File: src/rtl/mdpn_pkg.sv
`timescale 1ns / 1ps
`default_nettype none
// ----------------------------------------------------------------------------
// mdpn_pkg
// Shared widths, codes and handshake structs of the mono downmix peak
// normalizer.
// ----------------------------------------------------------------------------
package mdpn_pkg;

    localparam int SAMPLE_W        = 16;
    localparam int ACC_W           = 19;
    localparam int CC_W            = 4;
    localparam int POS_W           = 3;
    localparam int STATUS_W        = 2;
    localparam int MAX_CHANNELS    = 8;
    localparam int STORE_DEPTH_DEF = 4096;

    // The shared divider handles both the frame average and the peak scaling.
    localparam int DIV_NUM_W = 32;
    localparam int DIV_DEN_W = 17;

    localparam logic [CC_W-1:0] CC_RESET = CC_W'(1);

    localparam logic OP_PUSH  = 1'b0;
    localparam logic OP_FETCH = 1'b1;

    localparam logic [STATUS_W-1:0] STATUS_OK       = 2'd0;
    localparam logic [STATUS_W-1:0] STATUS_EMPTY    = 2'd1;
    localparam logic [STATUS_W-1:0] STATUS_PAST_END = 2'd2;
    localparam logic [STATUS_W-1:0] STATUS_OK_OVF   = 2'd3;

    typedef struct packed {
        logic                 start;
        logic [DIV_NUM_W-1:0] dividend;
        logic [DIV_DEN_W-1:0] divisor;
    } div_req_t;

    typedef struct packed {
        logic                 done;
        logic [DIV_NUM_W-1:0] quotient;
    } div_rsp_t;

endpackage
`default_nettype wire

File: src/rtl/mdpn_div.sv
`timescale 1ns / 1ps
`default_nettype none
// ----------------------------------------------------------------------------
// mdpn_div
// Unsigned restoring divider, one quotient bit per cycle.
// ----------------------------------------------------------------------------
module mdpn_div (
    input  wire logic              clk,
    input  wire logic              rst_n,
    input  wire mdpn_pkg::div_req_t req,
    output mdpn_pkg::div_rsp_t     rsp
);

    localparam int NUM_W = mdpn_pkg::DIV_NUM_W;
    localparam int DEN_W = mdpn_pkg::DIV_DEN_W;
    localparam int CNT_W = $clog2(NUM_W);

    logic             run_reg;
    logic             done_reg;
    logic [CNT_W-1:0] cnt_reg;
    logic [DEN_W-1:0] rem_reg;
    logic [NUM_W-1:0] quo_reg;
    logic [DEN_W-1:0] den_reg;

    logic [DEN_W:0]   partial;
    logic             fits;
    logic [DEN_W:0]   diff;

    always_comb
    begin
        partial = {rem_reg, quo_reg[NUM_W-1]};
        fits    = partial >= {1'b0, den_reg};
        diff    = partial - {1'b0, den_reg};
    end

    always_ff @(posedge clk or negedge rst_n)
    begin
        if (!rst_n)
        begin
            run_reg  <= 1'b0;
            done_reg <= 1'b0;
            cnt_reg  <= '0;
            rem_reg  <= '0;
            quo_reg  <= '0;
            den_reg  <= '0;
        end
        else
        begin
            done_reg <= 1'b0;
            if (req.start)
            begin
                run_reg <= 1'b1;
                cnt_reg <= '0;
                rem_reg <= '0;
                quo_reg <= req.dividend;
                den_reg <= req.divisor;
            end
            else if (run_reg)
            begin
                rem_reg <= fits ? diff[DEN_W-1:0] : partial[DEN_W-1:0];
                quo_reg <= {quo_reg[NUM_W-2:0], fits};
                cnt_reg <= cnt_reg + CNT_W'(1);
                if (cnt_reg == CNT_W'(NUM_W - 1))
                begin
                    run_reg  <= 1'b0;
                    done_reg <= 1'b1;
                end
            end
        end
    end

    assign rsp = '{done: done_reg, quotient: quo_reg};

endmodule
`default_nettype wire

File: config.mk
export PLATFORM = sky130hd
export DESIGN_NAME = mdpn_div
export DESIGN_NICKNAME = d
export VERILOG_FILES = /design/src/rtl/mdpn_pkg.sv /design/src/rtl/mdpn_div.sv
export SDC_FILE = /design/constraint.sdc
export NUM_CORES = 1
export LEC_CHECK = 0
export ABC_AREA = 1
export BUFFER_PORTS_ARGS = -buffer_cell sky130_fd_sc_hd__buf_4
export CAP_MARGIN = 20
export CELL_PAD_IN_SITES_DETAIL_PLACEMENT = 1
export CELL_PAD_IN_SITES_GLOBAL_PLACEMENT = 2
export CORE_MARGIN = 1.5
export CORE_UTILIZATION = 33
export CTS_BUF_LIST = sky130_fd_sc_hd__clkbuf_8
export CTS_CLUSTER_SIZE = 8
export DETAILED_ROUTE_END_ITERATION = 7
export HOLD_SLACK_MARGIN = 0.03
export PLACE_DENSITY_LB_ADDON = 0.1
export SYNTH_ARGS = -nofsm -noshare
export SYNTH_HDL_FRONTEND = slang
export SYNTH_SLANG_ARGS = --single-unit
File: constraint.sdc
create_clock -name clk -period 2.6 [get_ports clk]
set_input_delay 0.39 -clock clk [delete_from_list [all_inputs] [get_ports clk]]
set_output_delay 0.39 -clock clk [all_outputs]
set_load 0.1 [all_outputs]
# --- Yosys cells after proc, flatten, opt, wreduce, memory -nomap -nowiden ---
# Index checks and enable logic that the tools add are counted.
totals:
  ff_bits: 73
  word_cells: 24
  romBits: 0
  out_inout_bits: 33
  ramBits: 0
  latchBits: 0
  mem_count: 0
  input_bits: 52
op_classes:
  bitwise_logic: 0
  n_mul: 0
  reduce_logical: 1
  addsub: 2
  eq_ne: 1
  n_lt_le_gt_ge: 1
  muxes: 13
  div_mod_pow: 0
  shifts: 0
ops:
  columns: ["op", "n"]
  rows:
  - ["2-to-1 mux 32 bit", 2]
  - ["2-to-1 mux 17 bit", 3]
  - [">= comparator 18 x 17 -> 1 bit", 1]
  - ["subtractor 17 bit", 1]
  - ["2-to-1 mux 5 bit", 2]
  - ["2-to-1 mux 1 bit", 6]
  - ["adder 5 x 1 -> 5 bit, second input constant", 1]
  - ["== test 5 bit, second input constant", 1]
  - ["nonzero test 2 bit", 1]

# --- Longest topological paths before layout ---
depth:
  depth_word: 4
  ltp_mapped: 14
  depth_no_buf: 14

# --- Worst setup path before layout ---
# OpenSTA, ideal clock, no wires.
synth_path:
  kind: "register to register"
  startpoint: "reg quo_reg[31]"
  endpoint: "reg rem_reg[8]"
  slack_ns: 0.027
  path_stages_with_launch: 13
  path_buffers: 1
  setup_ns: 0.117
  required_time_ns: 2.483
  arrival_time_ns: 2.456
  synth_period_minus_slack_ns: 2.573
  path_cell_list: "dfrtp_1 > inv_1 > ha_1 > fa_1 > inv_1 > nand3_1 > nand3_2 > nand2_4 > nand2_8 > buf_12 > nand2_2 > nand3_2 > nand2_1"
synth_between:
  elab_chain_cells: 4
  elab_cells_between_ends: 5
  cone_classes: "1 x add/sub; 1 x order compare; 3 x mux"
synth_lines:
  columns: ["element", "line", "rtl"]
  rows:
  - ["start: declaration", "mdpn_div.sv:22", "logic [NUM_W-1:0] quo_reg;"]
  - ["start signal: assignment", "mdpn_div.sv:55", "quo_reg <= req.dividend;"]
  - ["start signal: assignment", "mdpn_div.sv:61", "quo_reg <= {quo_reg[NUM_W-2:0], fits};"]
  - ["subtractor 17 bit or >= comparator 18 x 17 -> 1 bit (tied branches)", "mdpn_div.sv:33, mdpn_div.sv:32", null]
  - ["2-to-1 mux 17 bit (*)", "mdpn_div.sv:60", "rem_reg <= fits ? diff[DEN_W-1:0] : partial[DEN_W-1:0];"]
  - ["2-to-1 mux 17 bit (*)", "mdpn_div.sv:58", "else if (run_reg)"]
  - ["2-to-1 mux 17 bit (*)", "mdpn_div.sv:50", "if (req.start)"]
  - ["end signal: assignment", "mdpn_div.sv:60", null]
  - ["end: declaration", "mdpn_div.sv:21", "logic [DEN_W-1:0] rem_reg;"]
# Every way passes the cells marked *; elsewhere a longest branch is shown, timed or not. The select of a mux whose other input is x is not followed.
# A chain may end at the register's enable or synchronous reset.

# --- Worst setup path in the final report ---
layout_path:
  startpoint: "reg rem_reg[14]"
  endpoint: "reg rem_reg[13]"
layout_between:
  elab_chain_cells: 4
layout_lines:
  columns: ["element", "line", "rtl"]
  rows:
  - [">= comparator 18 x 17 -> 1 bit", "mdpn_div.sv:32", "fits = partial >= {1'b0, den_reg};"]
  - ["2-to-1 mux 17 bit", "mdpn_div.sv:60", null]
  - ["2-to-1 mux 17 bit", "mdpn_div.sv:58", null]
  - ["2-to-1 mux 17 bit", "mdpn_div.sv:50", null]
# No other way between the ends. The select of a mux whose other input is x is not followed.

==> metrics.cfg <==
[status]
outcome = finished, final reports clean

[global_routing]
grt_pass1_vias = 4224
grt_pass1_wl_um = 21270
grt_max_degree = 74
grt_antenna_before_repair = 0
track_usage_pct = 18.88
overflow = 0

[layout]
layout.cells.non_filler = 851
largest_reg_flops = 32
layout_commonest_cell = nand2_1
diodes = 0
layout-drive-gt1-share_pct = 19.26
final_area_um2 = 5423
layout_common_cells = nand2_1, inv_1, buf_4, dfrtp_1, nand3_1
area_delta_synth_final_pct = 21.88
fill_cells = 1646
nets = 742

[routing]
drc = 0
wl_per_cell_um = 14.29
drtIter0Drc = 135
num_vias = 3969
first_pass_iters = 4
drtAntennaViolNets = 0
viasPerCell = 4.664
finalWirelength_um = 12160

[power_and_ir_drop]
powerDensity_nw_per_um2 = 934.7
leakage_nw = 2.982
vdd_ir_drop_max_uv = 293.8

[critical_path]
critPathKind = register to register
crit_fanout = 18
reg2reg_slack_ns = 0.34
end_kind = register
cp.required_ns = 2.84
start_kind = register
worstPathArrival_ns = 2.50

[sta]
max-slew-margin-rel_pct = 38.22
rsz0062_at_grt = no
hold_slack_ns = 0.1687
final.setup.tns_ns = 0
drv_slew = 0
skew_ns = 0.005916
setup_viol = 0
finalCritPeriodShare_pct = 87.06
max_freq_mhz = 441.8
min_period_ns = 2.264
hold_viol = 0
worst_pin_slew_ns = 0.9266

[hold_path]
hold_path_class = primary input to asynchronous set/reset pin

[floorplanning]
rows = 42
die_area_um2 = 14190
start_util_pct = 33.73
die_w_um = 119.1
core_area_um2 = 13190
die_h_um = 119.1
boundaryPins = 85

[clocking]
clkTransAtPathRegs_ns = 0.08
ctsHtreeMaxLevel = 3
holdBufCountCts = 0
root_buffer = clkbuf_8
clk_latency_ns = 0.35
max-clock-path-buffers = 2
numCtsBuffers = 9
post_cts_buffers = 0
clock-sinks = 73
cts_tree = built
cts_resized = 0

[logic_synthesis]
postSynthCellCount = 593
synth_area_um2 = 4449
synth_top_area_share_pct = 41.06
synth_nets = 665
syn_avg_cell_area_um2 = 7.503
synth_warnings = 0
synth_area_leaders = dfrtp_1, nand2_1, inv_1
yosysTopAreaCell = dfrtp_1
yosysUniqueCellTypes = 33
ys_seq_area_share_pct = 41.06
ys_seq_elements = 73

[placed_design]
dp_hpwl_um = 9332
place_congestion = 0.8397
numPlacedInstances = 835
io_buffers = 84
placed_area_um2 = 5215

[flow_run]
max_cap_viol_count = 0

-- per-stage QoR --
step / power (mW) / utilization [%] / worst slack [ns]
detailed placement: 4.170 / 39.54 / 0.3382
CTS: 5.141 / 41.11 / 0.3237
finish: 5.068 / 41.11 / 0.3363
floorplan: 3.521 / - / 0.02691
global placement: 4.132 / 39.54 / 0.3828
global route: 5.517 / 41.11 / 0.1051
-- worst max-delay path, cell delays in order, from the launching register on --
cell	delay, ns
dfrtp_1	0.41
ha_1	0.35
a21oi_1	0.26
nor2_1	0.07
nor2_1	0.09
nand2_1	0.10
nor2_4	0.35
nand2_8	0.19
nand2_2	0.16
nand2_1	0.06
nand2_1	0.06
nand2_1	0.05
-- path summary, 6_finish.rpt --
kind | endpoint | cells after the start | start
max | rem_reg[13]$_DFFE_PN0P_ | 11 | rem_reg[14]$_DFFE_PN0P_
min | quo_reg[23]$_DFFE_PN0P_ | 1 | rst_n
max reg2reg | rem_reg[13]$_DFFE_PN0P_ | 11 | rem_reg[14]$_DFFE_PN0P_
min reg2reg | den_reg[0]$_DFFE_PN0P_ | 2 | den_reg[0]$_DFFE_PN0P_
max in group asynchronous | rem_reg[12]$_DFFE_PN0P_ | 1 | rst_n
min in group clk | den_reg[0]$_DFFE_PN0P_ | 3 | req[0]
-- routing by layer --
layer	global-route usage (%)	vias to the layer above	part of all wire, %
met2	30.71	67	46
li1	-	2026	-
met3	3.831	15	4.1
met5	0	-	0
met1	25.16	1861	48
met4	6.175	0	1.7
-- cells by family after synthesis --
logic type,count (synthesis),synth area share (%)
compound gates,63,9.787
fa+ha+maj,20,5.793
flops,73,41.06
simple gates,301,30.48
xor+xnor,6,1.181
buf+inv,130,11.70
-- Yosys cell counts --
master,number
buf_6,1
nor2_4,3
nand3_2,5
o21ai_0,20
nor3_1,4
nand3_1,31
nor2_1,15
xor2_1,1
a21oi_1,10
dfrtp_1,73
clkbuf_1,17
nand2_1,204
nor2_2,2
buf_12,1
a22oi_1,1
buf_4,2
and3_1,1
nand2_2,15
o211ai_1,2
or2_1,1
nand4_1,6
fa_1,1
xnor2_1,5
nand2_4,1
ha_1,19
nand3b_1,10
o221ai_1,28
inv_1,107
and2_1,2
buf_2,1
inv_2,1
nand2_8,1
a22o_1,2
-- power breakdown --
group          switching, mW  internal, mW
registers              0.126          1.32
clock network          0.425         0.514
logic                   1.82         0.861
-- layout make-up --
class	count	area, um2	share of cell area (%)
clock buffers	12	165.2	3.046
clock inverters	4	42.54	0.7845
inverters	108	405.4	7.476
multi-input cells	390	2102	38.76
flip-flops and latches	73	1827	33.69
well taps	176	220.2	4.061
repair buffers	88	660.6	12.18
No activity file was read; power rests on OpenSTA's default activity.
